==> src/hw/rtl/gra_pkg.sv <==
// Shared group running aggregator definitions: mode codes, data widths and
// divider structs. No dependencies; imported by every module of the block.
`default_nettype none

package gra_pkg;

    localparam int SAMPLE_W   = 32;
    localparam int ACC_W      = 64;
    localparam int COUNT_W    = 32;
    localparam int MODE_W     = 4;

    // Aggregate mode codes
    localparam logic [MODE_W-1:0] MODE_COUNT  = 4'd0;
    localparam logic [MODE_W-1:0] MODE_SUM    = 4'd1;
    localparam logic [MODE_W-1:0] MODE_MEAN   = 4'd2;
    localparam logic [MODE_W-1:0] MODE_MIN    = 4'd3;
    localparam logic [MODE_W-1:0] MODE_MAX    = 4'd4;
    localparam logic [MODE_W-1:0] MODE_ABSMIN = 4'd5;
    localparam logic [MODE_W-1:0] MODE_ABSMAX = 4'd6;
    localparam logic [MODE_W-1:0] MODE_FIRST  = 4'd7;
    localparam logic [MODE_W-1:0] MODE_LAST   = 4'd8;

    localparam logic [MODE_W-1:0] MODE_RESET  = MODE_SUM;

    // Divider control and status between the sequencer and the divide unit
    typedef struct packed {
        logic start;
    } div_ctl_t;

    typedef struct packed {
        logic done;
    } div_sts_t;

endpackage : gra_pkg

`default_nettype wire

==> src/hw/rtl/group_running_aggregator_unit.sv <==
// Top level of the group running aggregator: handshakes, sequencer, the
// shared 65-bit add/compare unit and result register. Uses gra_pkg, gra_div.
`default_nettype none

//  Channel   Direction  Ports                               Contents
//  -------   ---------  ----------------------------------  ---------------------------
//  input     in         s_tvalid/s_tready/s_tdata/s_tlast   sample; tlast = end_of_group
//  result    out        m_tvalid/m_tready/m_tdata/m_tuser   aggregate, item_count; overflow
//  config    in         cfg_wr_en/cfg_wr_data               aggregate_mode, no read-back
//
// Each sample is accepted, then makes one pass through the shared add/compare
// unit. A group end in mean mode then loads the divider, runs the bit-serial
// divider and sign-fixes the quotient into the result register. Reset puts
// the mode at sum and clears the group state. Input is taken only when the
// sequencer is idle and the result register is empty or being emptied in
// that cycle, so a result stalled on the output holds off the next
// transaction.

module group_running_aggregator_unit
    import gra_pkg::*;
(
    input  wire logic                clk,
    input  wire logic                rst_n,

    input  wire logic                s_tvalid,
    output logic                     s_tready,
    input  wire logic [31:0]         s_tdata,   // [31:0] sample
    input  wire logic                s_tlast,   // end_of_group

    output logic                     m_tvalid,
    input  wire logic                m_tready,
    output logic [95:0]              m_tdata,   // [63:0] aggregate, [95:64] item_count
    output logic [0:0]               m_tuser,   // [0] overflow

    input  wire logic                cfg_wr_en,
    input  wire logic [MODE_W-1:0]   cfg_wr_data
);

    typedef enum logic [3:0] {
        ST_IDLE  = 4'b0001,
        ST_CALC  = 4'b0010,
        ST_DIVLD = 4'b0100,
        ST_DIVW  = 4'b1000
    } state_t;

    localparam logic [ACC_W-1:0] ACC_MAX = {1'b0, {(ACC_W-1){1'b1}}};
    localparam logic [ACC_W-1:0] ACC_MIN = {1'b1, {(ACC_W-1){1'b0}}};

    // registers
    state_t              state_reg,   state_next;
    logic [MODE_W-1:0]   mode_reg;
    logic [MODE_W-1:0]   op_mode_reg;
    logic [SAMPLE_W-1:0] smp_reg;
    logic                last_reg;
    logic [ACC_W-1:0]    rv_reg,      rv_next;
    logic [COUNT_W-1:0]  cnt_reg,     cnt_next;
    logic                start_reg,   start_next;
    logic                sat_reg,     sat_next;
    logic                out_vld_reg, out_vld_next;
    logic [ACC_W-1:0]    out_agg_reg, out_agg_next;
    logic [COUNT_W-1:0]  out_cnt_reg, out_cnt_next;
    logic                out_ovf_reg, out_ovf_next;

    // shared unit and helpers
    logic [ACC_W-1:0]    s64;
    logic [ACC_W-1:0]    mag_s;
    logic [ACC_W-1:0]    mag_rv;
    logic [ACC_W:0]      op_a;
    logic [ACC_W:0]      op_b;
    logic                op_sub;
    logic [ACC_W:0]      alu;
    logic                alu_neg;
    logic                alu_nz;
    logic                seed;
    logic [ACC_W-1:0]    rv_calc;
    logic                sum_ovf;
    logic [ACC_W-1:0]    agg_calc;

    logic                in_xfer;
    logic                out_xfer;

    div_ctl_t            div_ctl;
    div_sts_t            div_sts;
    logic [ACC_W-1:0]    div_q;

    assign in_xfer  = s_tvalid && s_tready;
    assign out_xfer = out_vld_reg && m_tready;
    assign s_tready = (state_reg == ST_IDLE) && (!out_vld_reg || m_tready);

    // Select operands for the one add/subtract unit by mode
    always_comb
    begin
        s64    = {{(ACC_W-SAMPLE_W){smp_reg[SAMPLE_W-1]}}, smp_reg};
        mag_s  = s64[ACC_W-1] ? (~s64 + 1'b1) : s64;
        mag_rv = rv_reg[ACC_W-1] ? (~rv_reg + 1'b1) : rv_reg;
        seed   = start_reg && ((op_mode_reg == MODE_MIN) || (op_mode_reg == MODE_MAX) ||
                               (op_mode_reg == MODE_ABSMIN) || (op_mode_reg == MODE_ABSMAX));

        op_a   = {s64[ACC_W-1], s64};
        op_b   = {rv_reg[ACC_W-1], rv_reg};
        op_sub = 1'b1;
        case (op_mode_reg)
            MODE_SUM, MODE_MEAN:
            begin
                op_a   = {rv_reg[ACC_W-1], rv_reg};
                op_b   = {s64[ACC_W-1], s64};
                op_sub = 1'b0;
            end
            MODE_ABSMIN, MODE_ABSMAX:
            begin
                op_a = {1'b0, mag_s};
                op_b = {1'b0, mag_rv};
            end
            default:
            begin
                op_sub = 1'b1;
            end
        endcase

        alu     = op_sub ? (op_a - op_b) : (op_a + op_b);
        alu_neg = alu[ACC_W];
        alu_nz  = |alu;
        sum_ovf = alu[ACC_W] != alu[ACC_W-1];

        rv_calc = rv_reg;
        case (op_mode_reg)
            MODE_SUM, MODE_MEAN:
            begin
                if (sum_ovf)
                    rv_calc = alu[ACC_W] ? ACC_MIN : ACC_MAX;
                else
                    rv_calc = alu[ACC_W-1:0];
            end
            MODE_MIN, MODE_ABSMIN:
            begin
                if (seed || alu_neg)
                    rv_calc = s64;
            end
            MODE_MAX, MODE_ABSMAX:
            begin
                if (seed || (!alu_neg && alu_nz))
                    rv_calc = s64;
            end
            MODE_FIRST:
            begin
                if (start_reg)
                    rv_calc = s64;
            end
            MODE_LAST:
            begin
                rv_calc = s64;
            end
            default:
            begin
                rv_calc = rv_reg;
            end
        endcase
    end

    // Sequencer and group state
    always_comb
    begin
        state_next   = state_reg;
        rv_next      = rv_reg;
        cnt_next     = cnt_reg;
        start_next   = start_reg;
        sat_next     = sat_reg;
        out_vld_next = out_xfer ? 1'b0 : out_vld_reg;
        out_agg_next = out_agg_reg;
        out_cnt_next = out_cnt_reg;
        out_ovf_next = out_ovf_reg;
        div_ctl      = '0;
        agg_calc     = '0;

        case (state_reg)
            ST_IDLE:
            begin
                if (in_xfer)
                    state_next = ST_CALC;
            end

            ST_CALC:
            begin
                // saturating count, then the mode update
                if (cnt_reg == {COUNT_W{1'b1}})
                    cnt_next = cnt_reg;
                else
                    cnt_next = cnt_reg + 1'b1;
                sat_next   = sat_reg || (cnt_reg == {COUNT_W{1'b1}}) ||
                             (((op_mode_reg == MODE_SUM) || (op_mode_reg == MODE_MEAN))
                              && sum_ovf);
                rv_next    = rv_calc;
                start_next = 1'b0;

                case (op_mode_reg)
                    MODE_COUNT:
                        agg_calc = {{(ACC_W-COUNT_W){1'b0}}, cnt_next};
                    MODE_SUM, MODE_MIN, MODE_MAX, MODE_ABSMIN, MODE_ABSMAX,
                    MODE_FIRST, MODE_LAST:
                        agg_calc = rv_calc;
                    default:
                        agg_calc = '0;
                endcase

                if (!last_reg)
                    state_next = ST_IDLE;
                else if (op_mode_reg == MODE_MEAN)
                    state_next = ST_DIVLD;
                else
                begin
                    // emit and clear the group
                    out_vld_next = 1'b1;
                    out_agg_next = agg_calc;
                    out_cnt_next = cnt_next;
                    out_ovf_next = sat_next;
                    rv_next      = '0;
                    cnt_next     = '0;
                    start_next   = 1'b1;
                    sat_next     = 1'b0;
                    state_next   = ST_IDLE;
                end
            end

            ST_DIVLD:
            begin
                div_ctl.start = 1'b1;
                state_next    = ST_DIVW;
            end

            ST_DIVW:
            begin
                if (div_sts.done)
                begin
                    out_vld_next = 1'b1;
                    out_agg_next = rv_reg[ACC_W-1] ? (~div_q + 1'b1) : div_q;
                    out_cnt_next = cnt_reg;
                    out_ovf_next = sat_reg;
                    rv_next      = '0;
                    cnt_next     = '0;
                    start_next   = 1'b1;
                    sat_next     = 1'b0;
                    state_next   = ST_IDLE;
                end
            end

            default:
            begin
                state_next = ST_IDLE;
            end
        endcase
    end

    always_ff @(posedge clk or negedge rst_n)
    begin
        if (!rst_n)
        begin
            state_reg   <= ST_IDLE;
            mode_reg    <= MODE_RESET;
            rv_reg      <= '0;
            cnt_reg     <= '0;
            start_reg   <= 1'b1;
            sat_reg     <= 1'b0;
            out_vld_reg <= 1'b0;
        end
        else
        begin
            state_reg   <= state_next;
            rv_reg      <= rv_next;
            cnt_reg     <= cnt_next;
            start_reg   <= start_next;
            sat_reg     <= sat_next;
            out_vld_reg <= out_vld_next;
            if (cfg_wr_en)
                mode_reg <= cfg_wr_data;
        end
    end

    // Payload: hold the accepted transaction and the pending result
    always_ff @(posedge clk)
    begin
        if (in_xfer)
        begin
            smp_reg     <= s_tdata;
            last_reg    <= s_tlast;
            op_mode_reg <= mode_reg;
        end
        out_agg_reg <= out_agg_next;
        out_cnt_reg <= out_cnt_next;
        out_ovf_reg <= out_ovf_next;
    end

    gra_div u_div (
        .clk      (clk),
        .rst_n    (rst_n),
        .ctl      (div_ctl),
        .dividend (mag_rv),
        .divisor  (cnt_reg),
        .sts      (div_sts),
        .quotient (div_q)
    );

    assign m_tvalid = out_vld_reg;
    assign m_tdata  = {out_cnt_reg, out_agg_reg};
    assign m_tuser  = out_ovf_reg;

endmodule : group_running_aggregator_unit

`default_nettype wire

==> src/hw/rtl/gra_div.sv <==
// Unsigned restoring divider, one quotient bit per cycle.
// Depends on gra_pkg for widths and the control/status structs.
`default_nettype none

module gra_div
    import gra_pkg::*;
(
    input  wire logic               clk,
    input  wire logic               rst_n,
    input  wire div_ctl_t           ctl,
    input  wire logic [ACC_W-1:0]   dividend,
    input  wire logic [COUNT_W-1:0] divisor,
    output div_sts_t                sts,
    output logic [ACC_W-1:0]        quotient
);

    localparam int STEP_W = $clog2(ACC_W);

    logic [ACC_W-1:0]   quo_reg;
    logic [COUNT_W-1:0] rem_reg;
    logic [COUNT_W-1:0] dvs_reg;
    logic [STEP_W-1:0]  step_reg;
    logic               busy_reg;
    logic               done_reg;

    logic [COUNT_W:0]   shifted;
    logic [COUNT_W+1:0] diff;
    logic               fits;

    always_comb
    begin
        shifted = {rem_reg, quo_reg[ACC_W-1]};
        diff    = {1'b0, shifted} - {2'b00, dvs_reg};
        fits    = ~diff[COUNT_W+1];
    end

    // control
    always_ff @(posedge clk or negedge rst_n)
    begin
        if (!rst_n)
        begin
            busy_reg <= 1'b0;
            done_reg <= 1'b0;
            step_reg <= '0;
        end
        else
        begin
            done_reg <= 1'b0;
            if (ctl.start)
            begin
                busy_reg <= 1'b1;
                step_reg <= '0;
            end
            else if (busy_reg)
            begin
                step_reg <= step_reg + 1'b1;
                if (step_reg == {STEP_W{1'b1}})
                begin
                    busy_reg <= 1'b0;
                    done_reg <= 1'b1;
                end
            end
        end
    end

    // datapath: shift in one quotient bit per cycle
    always_ff @(posedge clk)
    begin
        if (ctl.start)
        begin
            quo_reg <= dividend;
            rem_reg <= '0;
            dvs_reg <= divisor;
        end
        else if (busy_reg)
        begin
            quo_reg <= {quo_reg[ACC_W-2:0], fits};
            rem_reg <= fits ? diff[COUNT_W-1:0] : shifted[COUNT_W-1:0];
        end
    end

    assign sts.done = done_reg;
    assign quotient = quo_reg;

endmodule : gra_div

`default_nettype wire

==> config.mk <==
export PLATFORM = sky130hd
export DESIGN_NAME = group_running_aggregator_unit
export DESIGN_NICKNAME = d
export VERILOG_FILES = /design/src/hw/rtl/gra_pkg.sv /design/src/hw/rtl/group_running_aggregator_unit.sv /design/src/hw/rtl/gra_div.sv
export SDC_FILE = /design/constraint.sdc
export NUM_CORES = 1
export LEC_CHECK = 0
export BUFFER_PORTS_ARGS = -buffer_cell sky130_fd_sc_hd__buf_2
export CORE_UTILIZATION = 45
export DETAILED_ROUTE_END_ITERATION = 6
export SKIP_CTS_REPAIR_TIMING = 1
export SYNTH_ARGS = -nofsm -noshare
export SYNTH_HDL_FRONTEND = slang
export SYNTH_HIERARCHICAL = 1
export SYNTH_SLANG_ARGS = --single-unit
==> constraint.sdc <==
create_clock -name clk -period 11.65 [get_ports clk]
set_input_delay 1.7475 -clock clk [delete_from_list [all_inputs] [get_ports clk]]
set_output_delay 1.7475 -clock clk [all_outputs]
set_load 0.01 [all_outputs]
* Word-level counts from Yosys, hierarchy flattened
Cells that the tools add are included.
** Storage, ports and cells
- Flip-flop bits (word level) :: 377
- Latch bits :: 0
- Memory bits (writable) :: 0
- Memory bits (read-only) :: 0
- Memories :: 0
** Cells by class
- Add/subtract/negate cells :: 8
- Multipliers :: 0
- Divide/modulo/power cells :: 0
- Magnitude comparators :: 0
- Eq/ne operators :: 19
- Shift operators :: 0
- Muxes and demuxes :: 64
- Bitwise logic cells :: 4
- Reductions and logical operators :: 29
** Operators with widths (count)
- $mux 64 :: 16
- $pmux 64 s2 :: 3
- $pmux 64 s5 :: 1
- $pmux 65 s2 :: 2
- $mux 32 :: 8
- $add 64x1->64 const B :: 3
- $not 64->64 :: 3
- $pmux 32 s2 :: 2
- $add 65x65->65 :: 1
- $mux 65 :: 1
- $reduce_or 65->1 :: 1
- $sub 65x65->65 :: 1
- $sub 33x32->34 :: 1
- $add 32x1->32 const B :: 1
- $eq 32x32->1 const B :: 1
- $eq 4x3->1 const B :: 5
- $mux 1 :: 20
- $pmux 4 s4 :: 1
- $eq 4x2->1 const B :: 3
- $mux 6 :: 2
- $logic_or 1x1->1 :: 9
- $eq 4x1->1 const B :: 2
- $eq 4x4->1 const B :: 2
- $mux 4 :: 2
- 16 further kinds :: 33

* Longest topological paths before layout
Gate-level depths: netlist of run 1.
- Depth in word-level cells :: 15
- Depth in mapped cells :: 48
- Gate-level depth less buffers :: 37

* Hierarchy
Netlist of run 1, hierarchy kept.
** By module, submodules not included
- group_running_aggregator_unit :: times used 1, cells each 3535, area each 27074.7 um^2
- gra_div :: times used 1, cells each 657, area each 7303.3 um^2

* Worst setup path before layout of run 1
No wires, ideal clock.
- Path kind :: flip-flop to flip-flop
- Start point :: register op_mode_reg[0]
- End point :: register out_agg_reg[49] (data pin)
- Arrival :: 9.736 ns
- Data required time :: 11.393 ns
- Path slack :: 1.657 ns
- Cell stages (with the launch flop) :: 47
- Path buffers :: 11
- Clock period less this slack :: 9.993 ns
- Cell sequence :: edfxtp_1 buf_2 xnor2_1 clkbuf_1 nor2_1 clkbuf_1 clkbuf_1 buf_1 o21ai_0 a21oi_1 ha_1 o221ai_1 a211oi_1 nand4_1 nor4_1 and3_1 clkbuf_1 and2_1 [11 not listed] nor2b_1 a311o_1 a41o_1 a41o_1 clkbuf_1 nor4b_1 and3b_1 ha_1 clkbuf_1 inv_1 nand3_1 mux2i_1 nor2_1 o221ai_4 or2_1 buf_4 or3_1 a32o_1
** Between the ends
- Word-level cells in the longest chain between the ends :: 14
- Elaborated cells between the ends (all ways) :: 38
** RTL lines
- start: declaration :: line group_running_aggregator_unit.sv:52 : logic [MODE_W-1:0] op_mode_reg;
- start signal: assignment :: line group_running_aggregator_unit.sv:285 : op_mode_reg <= mode_reg;
- $eq 4x3->1, or another cell as far along
- $reduce_or 2->1, on equally long branches :: line group_running_aggregator_unit.sv:102, group_running_aggregator_unit.sv:126
- $pmux 65 s2 :: line group_running_aggregator_unit.sv:102 : case (op_mode_reg)
- $sub 65x65->65 / $add 65x65->65 (equally long branches) :: line group_running_aggregator_unit.sv:120 : alu = op_sub ? (op_a - op_b) : (op_a + op_b);
- $mux 65 :: line group_running_aggregator_unit.sv:120
- $reduce_or 65->1 / $logic_not 1->1 (equally long branches) :: line group_running_aggregator_unit.sv:122, group_running_aggregator_unit.sv:141
- $logic_and 1x1->1 :: line group_running_aggregator_unit.sv:141 : if (seed || (!alu_neg && alu_nz))
- $logic_or 1x1->1 :: line group_running_aggregator_unit.sv:141
- $mux 64 :: line group_running_aggregator_unit.sv:141
- $pmux 64 s5 :: line group_running_aggregator_unit.sv:126 : case (op_mode_reg)
- $pmux 64 s2 * :: line group_running_aggregator_unit.sv:195 : case (op_mode_reg)
- $mux 64 * :: line group_running_aggregator_unit.sv:207 : else if (op_mode_reg == MODE_MEAN)
- $mux 64 * :: line group_running_aggregator_unit.sv:205 : if (!last_reg)
- $pmux 64 s2 * :: line group_running_aggregator_unit.sv:175 : case (state_reg)
- net out_agg_next[49] :: line group_running_aggregator_unit.sv:60 : logic [ACC_W-1:0] out_agg_reg, out_agg_next;
- end signal: assignment :: line group_running_aggregator_unit.sv:287 : out_agg_reg <= out_agg_next;
- end: declaration :: line group_running_aggregator_unit.sv:60
Mark *: on every way through the listed nets, which the timed path passes. The rest lies on a longest branch. The select of a mux whose other input is x is not followed.
A chain may end at the register's enable or synchronous reset.

* Worst setup path in the final report of run 1
Same ends and word-level chain as after synthesis.

==> impl_metrics.toml, run 1 <==
[place]
hpwl_mm = 103.1
place_congestion = 1.031
place_inst = 5041
portBuffers = 140
place_ws_ps = 987.6

[drt]
drc = 0
vias_per_cell = 6.639
dr.pass1.iters = 7
drt_iter0_markers = 4370
ant_nets = 0
vias = 34010
wl_mm = 138.4
wl_per_cell_um = 27.03

[timing]
clock_skew_ps = 50.42
max_slew_margin_pct = 5.785
fmax_mhz = 91.74
fin_ws_ps = 749.9
min_period_ps = 10900
slew_viol_final = 0
timing.setup.tns_ps = 0
whs_ps = 455.1
setup_viol = 0
worstMarginPinSlew_ps = 1398
fin_crit_sh_pct = 93.56
rsz0062_at_grt = "no"
hold_violations = 0

[clock_tree]
cts_max_path_buffers = 3
cts_tree = "yes"
htreeDepth = 2
path_clk_slew_ps = 60
clkLatencyLatePin_ps = 630
cts_buffers = 44
clkSinkCount = 377
cts_root_buffer = "clkbuf_16"

[synth]
synthTopCellsByArea = "edfxtp_1, dfrtp_1, xnor2_1"
synth_area_leader_cell = "edfxtp_1"
ys_seq_area_share_pct = 30.34
syn-num-nets = 4339
syn_area_um2 = 34380
ys.flop_type = "edfxtp_1"
syn_area_per_cell_um2 = 8.201
synth-seq-cells = 377
ys_types = 110
synth_top_area_share_pct = 20.09
syn_inst = 4192
yosys_warnings = 6
synth_edf_count = 230
synth_common_cells = "nand2_1, nor2_1, a21oi_1"
post-synth-top-count-cell = "nand2_1"
async_flop_share_pct = 30.50

[power]
p_int_mw = 5.890
p_leak_nw = 14.07
ir_drop_uv = 283.7
p_sw_share_pct = 56.38
powerDensity_nw_per_um2 = 362.1
power.combinational.fraction_pct = 72.8
power_frac_seq_pct = 16.1
clock_power_share_pct = 11.1
power.switching_mw = 7.613

[grt]
grt_max_degree = 74
overflow = 0
antenna_found_initial = 2
grt.total_usage_pct = 34.72
grt_pass1_wl_mm = 205.6
grt_pass1_vias = 31430

[layout]
stdcell_count = 5122
regArea_um2 = 10430
area_growth_syn_to_layout_pct = 8.469
post-route-util_pct = 49.67
fill_cells = 7334
nets = 4265
drive_gt1_share_pct = 12.40
multi_input_area_um2 = 22220
diodes = 0

[floorplan]
fp.dieArea_um2 = 77500
coreArea_um2 = 75070
initial_core_util_pct = 45.79
chipWidth_um = 278.4
die_h_um = 278.4
ios = 141
rows = 100

[worst_setup_path]
worstReg2RegStart = "op_mode_reg[0]"
path_class = "reg -> reg"
cp.required_ps = 11990
critPathLaunchType = "register"
path_max_fanout = 17
crit_start = "op_mode_reg[0]"
worstPathArrival_ps = 11240
end_kind = "register"
slowest_stage = "xor2_1"
max_stage_delay_ps = 750

[run_status]
status = "finished clean"

[worst_hold_path]
hold_class = "reg -> reg"
hold_start = "mode_reg[3]"

[flow_run]
cap_violations = 0
==> path summary, 6_finish.rpt <==
path / endpoint / slack, ps / cells after the start
hold reg to reg: op_mode_reg[3] / 460 / 0
min in group asynchronous: rv_reg[51] / 1220 / 1
setup reg to reg: out_agg_reg[49] / 750 / 34
setup / recovery: out_agg_reg[49] / 750 / 34
max in group asynchronous: u_div/busy_reg / 9110 / 2
hold / removal: op_mode_reg[3] / 460 / 0
==> per-stage QoR <==
step	power, mW	cell area [um^2]
2_1_floorplan	8.452	34380
3_3_place_gp	11.62	35770
3_5_place_dp	11.57	35770
4_1_cts	13.13	37290
5_1_grt	14.20	37290
6_report	13.50	37290
==> power by group through the flow <==
stage,Clock [mW],Combinational (mW),Sequential [mW]
CTS,1.52,9.47,2.13
floorplan,0,6.63,1.83
global placement,0,9.46,2.16
finish,1.50,9.83,2.17
detailed placement,0,9.42,2.16
global route,1.57,10.4,2.19
==> layout make-up <==
cell class	count	share of cell area (%)
Multi-Input combinational cell	3341	59.59
Sequential cell	377	27.98
Timing Repair Buffer	245	4.010
Tap cell	969	3.251
Clock buffer	55	3.090
Inverter	109	1.104
Clock inverter	26	0.9731
==> critical path, delay by kind of cell (launching register included) <==
family | cells | cell delay, ps
compound gates | 10 | 2710
flops | 1 | 530
buf+inv | 3 | 490
fa+ha+maj | 2 | 730
xor+xnor | 2 | 920
mux | 1 | 200
simple gates | 16 | 5020
==> routing by layer <==
metal | wire, um | track usage [%] | vias up
li1 | - | - | 15520
met1 | 59030 | 49.41 | 16270
met2 | 58430 | 51.58 | 1980
met3 | 16020 | 7.967 | 234
met4 | 4917 | 11.22 | 4
met5 | 33 | 0 | -
==> cell families after synthesis <==
| kind of cell | count (synthesis) | share of synthesized area [%] |
|---|---|---|
| compound gates | 1327 | 26.05 |
| xor+xnor | 328 | 8.356 |
| fa+ha+maj | 105 | 3.865 |
| buf+inv | 474 | 5.434 |
| flops | 377 | 30.34 |
| mux | 184 | 5.721 |
| simple gates | 1397 | 20.24 |
==> cells in the final DEF (no fill, tap or decap), types with 103 or more instances in the layout <==
master,instances
a21oi_1,307
buf_2,139
buf_4,105
dfrtp_1,110
edfxtp_1,230
ha_1,103
inv_1,105
nand2_1,390
nor2_1,349
nor3_1,121
o21ai_0,278
xnor2_1,181
xor2_1,145
Power figures use the tool's default switching activity.
==> run 2: changes to the inputs <==
CORE_ASPECT_RATIO = 1.25   (was default)
PLACE_DENSITY = 0.59   (was default)
SYNTH_HIERARCHICAL = default   (was 1)
==> impl_metrics.toml, run 2 <==
[synth]
synth_fa_ha_area_share_pct = 4.057
synth-seq-cells = 377
syn_inst = 4042
ys_types = 105
synth-simple-area-share_pct = 19.99
syn_area_um2 = 32750
synth_edf_count = 230
post-synth-top-count-cell = "nand2_1"
synthXorXnorAreaFrac_pct = 8.848
syn_area_per_cell_um2 = 8.102
synthMuxAreaShare_pct = 0.9131
synth_common_cells = "nand2_1, o21ai_0, nor2_1"
yosys_warnings = 0
synth_top_area_share_pct = 21.09
ys_seq_area_share_pct = 31.84
ys.flop_type = "edfxtp_1"
async_flop_share_pct = 30.50
synth_compound_area_share_pct = 28.80
synth_top_family_by_area = "compound AO/OA/AOI/OAI gates"
synth_area_leader_cell = "edfxtp_1"
synthTopCellsByArea = "edfxtp_1, dfrtp_1, o21ai_0"
syn-num-nets = 4189

[worst_setup_path]
path_max_fanout = 44
worstPathArrival_ps = 11460
cp.buffers_inverters = 1
path_class = "reg -> reg"
max_stage_delay_ps = 660
path_delay_family = "simple AND/OR/NAND/NOR gates"
slowest_stage = "nor4b_1"
end_kind = "register"
cp.required_ps = 11950
critPathLaunchType = "register"

[layout]
diodes = 0
drive_gt1_share_pct = 11.11
nets = 4117
multi_input_area_um2 = 20610
final_common_cell = "nand2_1"
fill_cells = 7098
final_cell_mix = "nand2_1, o21ai_0, nor2_1, a21oi_1, edfxtp_1"
regArea_um2 = 10430
area_growth_syn_to_layout_pct = 8.237

[timing]
setup_viol = 0
rsz0062_at_grt = "no"
fmax_mhz = 89.59
clock_skew_ps = 28.96
slew_viol_final = 0
timing.setup.tns_ps = 0
worstMarginPinSlew_ps = 1476
hold_violations = 0
fin_crit_sh_pct = 95.81
max_slew_margin_pct = 0.6803
min_period_ps = 11160

[drt]
wl_met1_mm = 54.66
dr.pass1.iters = 6
ant_nets = 0
wl_mm = 125.3
routed-wl-met3_mm = 10.47
drc = 0
wl_per_cell_um = 25.29
met2_length_mm = 55.16
vias = 31920
vias_per_cell = 6.439
dr.max_layer_used = "met4"
drt_iter0_markers = 3720

[place]
place_congestion = 1.007
portBuffers = 140
hpwl_mm = 94.20

[run_status]
status = "complete, but fails checks"
violations = "capacitance limit"

[clock_tree]
cts_max_path_buffers = 3
cts_tree = "yes"
clkSinkCount = 377
path_clk_slew_ps = 70
cts_root_buffer = "clkbuf_16"
htreeDepth = 2
cts_buffers = 43
clkLatencyLatePin_ps = 620

[floorplan]
ios = 141
initial_core_util_pct = 45.50
fp.dieArea_um2 = 73870
coreArea_um2 = 71980
rows = 110
chipWidth_um = 243.3
die_h_um = 303.6

[grt]
grt_pass1_wl_mm = 190.4
grt_pass1_vias = 29830
antenna_found_initial = 1
grt_max_degree = 108
grt.total_usage_pct = 33.18
overflow = 0

[flow_run]
cap_violations = 1

[worst_hold_path]
hold_class = "reg -> reg"
-- run 2: cell types whose count changed after synthesis, moves of 52 or more --
| cell | previous run | this run |
|---|---|---|
| o21ai_0 | 278 | 361 |
| nor2_1 | 356 | 299 |
| a21o_1 | 65 | 117 |
| mux2_2 | 97 | 12 |
| o21ai_1 | 5 | 78 |
| mux2i_1 | 86 | 13 |
| nand2_1 | 393 | 453 |
-- run 2: final cells by class --
type / count / share of cell area, %
inverter: 94 / 0.9954
multi-input combinational: 3217 / 58.14
timing repair buffer: 237 / 4.038
sequential: 377 / 29.44
clock inverter: 28 / 0.7554
clock buffer: 52 / 3.272
tap: 952 / 3.360
-- run 2: logic make-up after synthesis --
logic type | after synthesis
xor gates and xnor gates | 330
and+or+nand+nor | 1325
adders and majority gates | 105
buffers and inverters | 448
DFF | 377
AOI/OAI and AO/OA | 1430
muxes | 27
-- run 2: final timing paths --
check                                    start  slack [ps]  depth (start not counted)               to
worst max-delay path            op_mode_reg[0]         490                         30  out_agg_reg[48]
worst min-delay path               mode_reg[3]         450                          0   op_mode_reg[3]
worst max register to register  op_mode_reg[0]         490                         30  out_agg_reg[48]
worst min register to register     mode_reg[3]         450                          0   op_mode_reg[3]
max in group asynchronous                rst_n        9480                          2   u_div.busy_reg
min in group asynchronous                rst_n        1030                          1       rv_reg[58]
-- run 2: per-layer routing --
layer | vias to the layer above | track usage [%]
li1 | 14820 | -
met5 | - | 0
met4 | 0 | 12.40
met1 | 15300 | 47.21
met2 | 1559 | 51.04
met3 | 233 | 4.301
-- run 2: worst register-to-register path, delay by kind of cell, from the launching register on --
family	cells	cell delay [ps]
AO/OA/AOI/OAI	8	2450
flip-flops	1	600
XOR/XNOR	1	230
AND/OR/NAND/NOR	18	6260
buffers and inverters	1	530
adder cells (fa/ha/maj)	2	770
-- run 2: stage by stage --
step                      instances  hold slack, ps  area (um^2)  worst slack (ps)  util, %
after floorplan                4042           419.6        32750              2596        -
after global placement         4877           433.1        34020             801.6    47.26
after detailed placement       4877           459.8        34020             850.7    47.26
after CTS                      4957           459.9        35450             778.2    49.24
after global routing           4957           474.0        35450             142.5    49.24
final                          4957           452.4        35450             488.3    49.24
Power of run 2 is left out: the tool's default activity adds up to more than one toggle a clock period on the data nets, which glitch-free logic cannot reach.
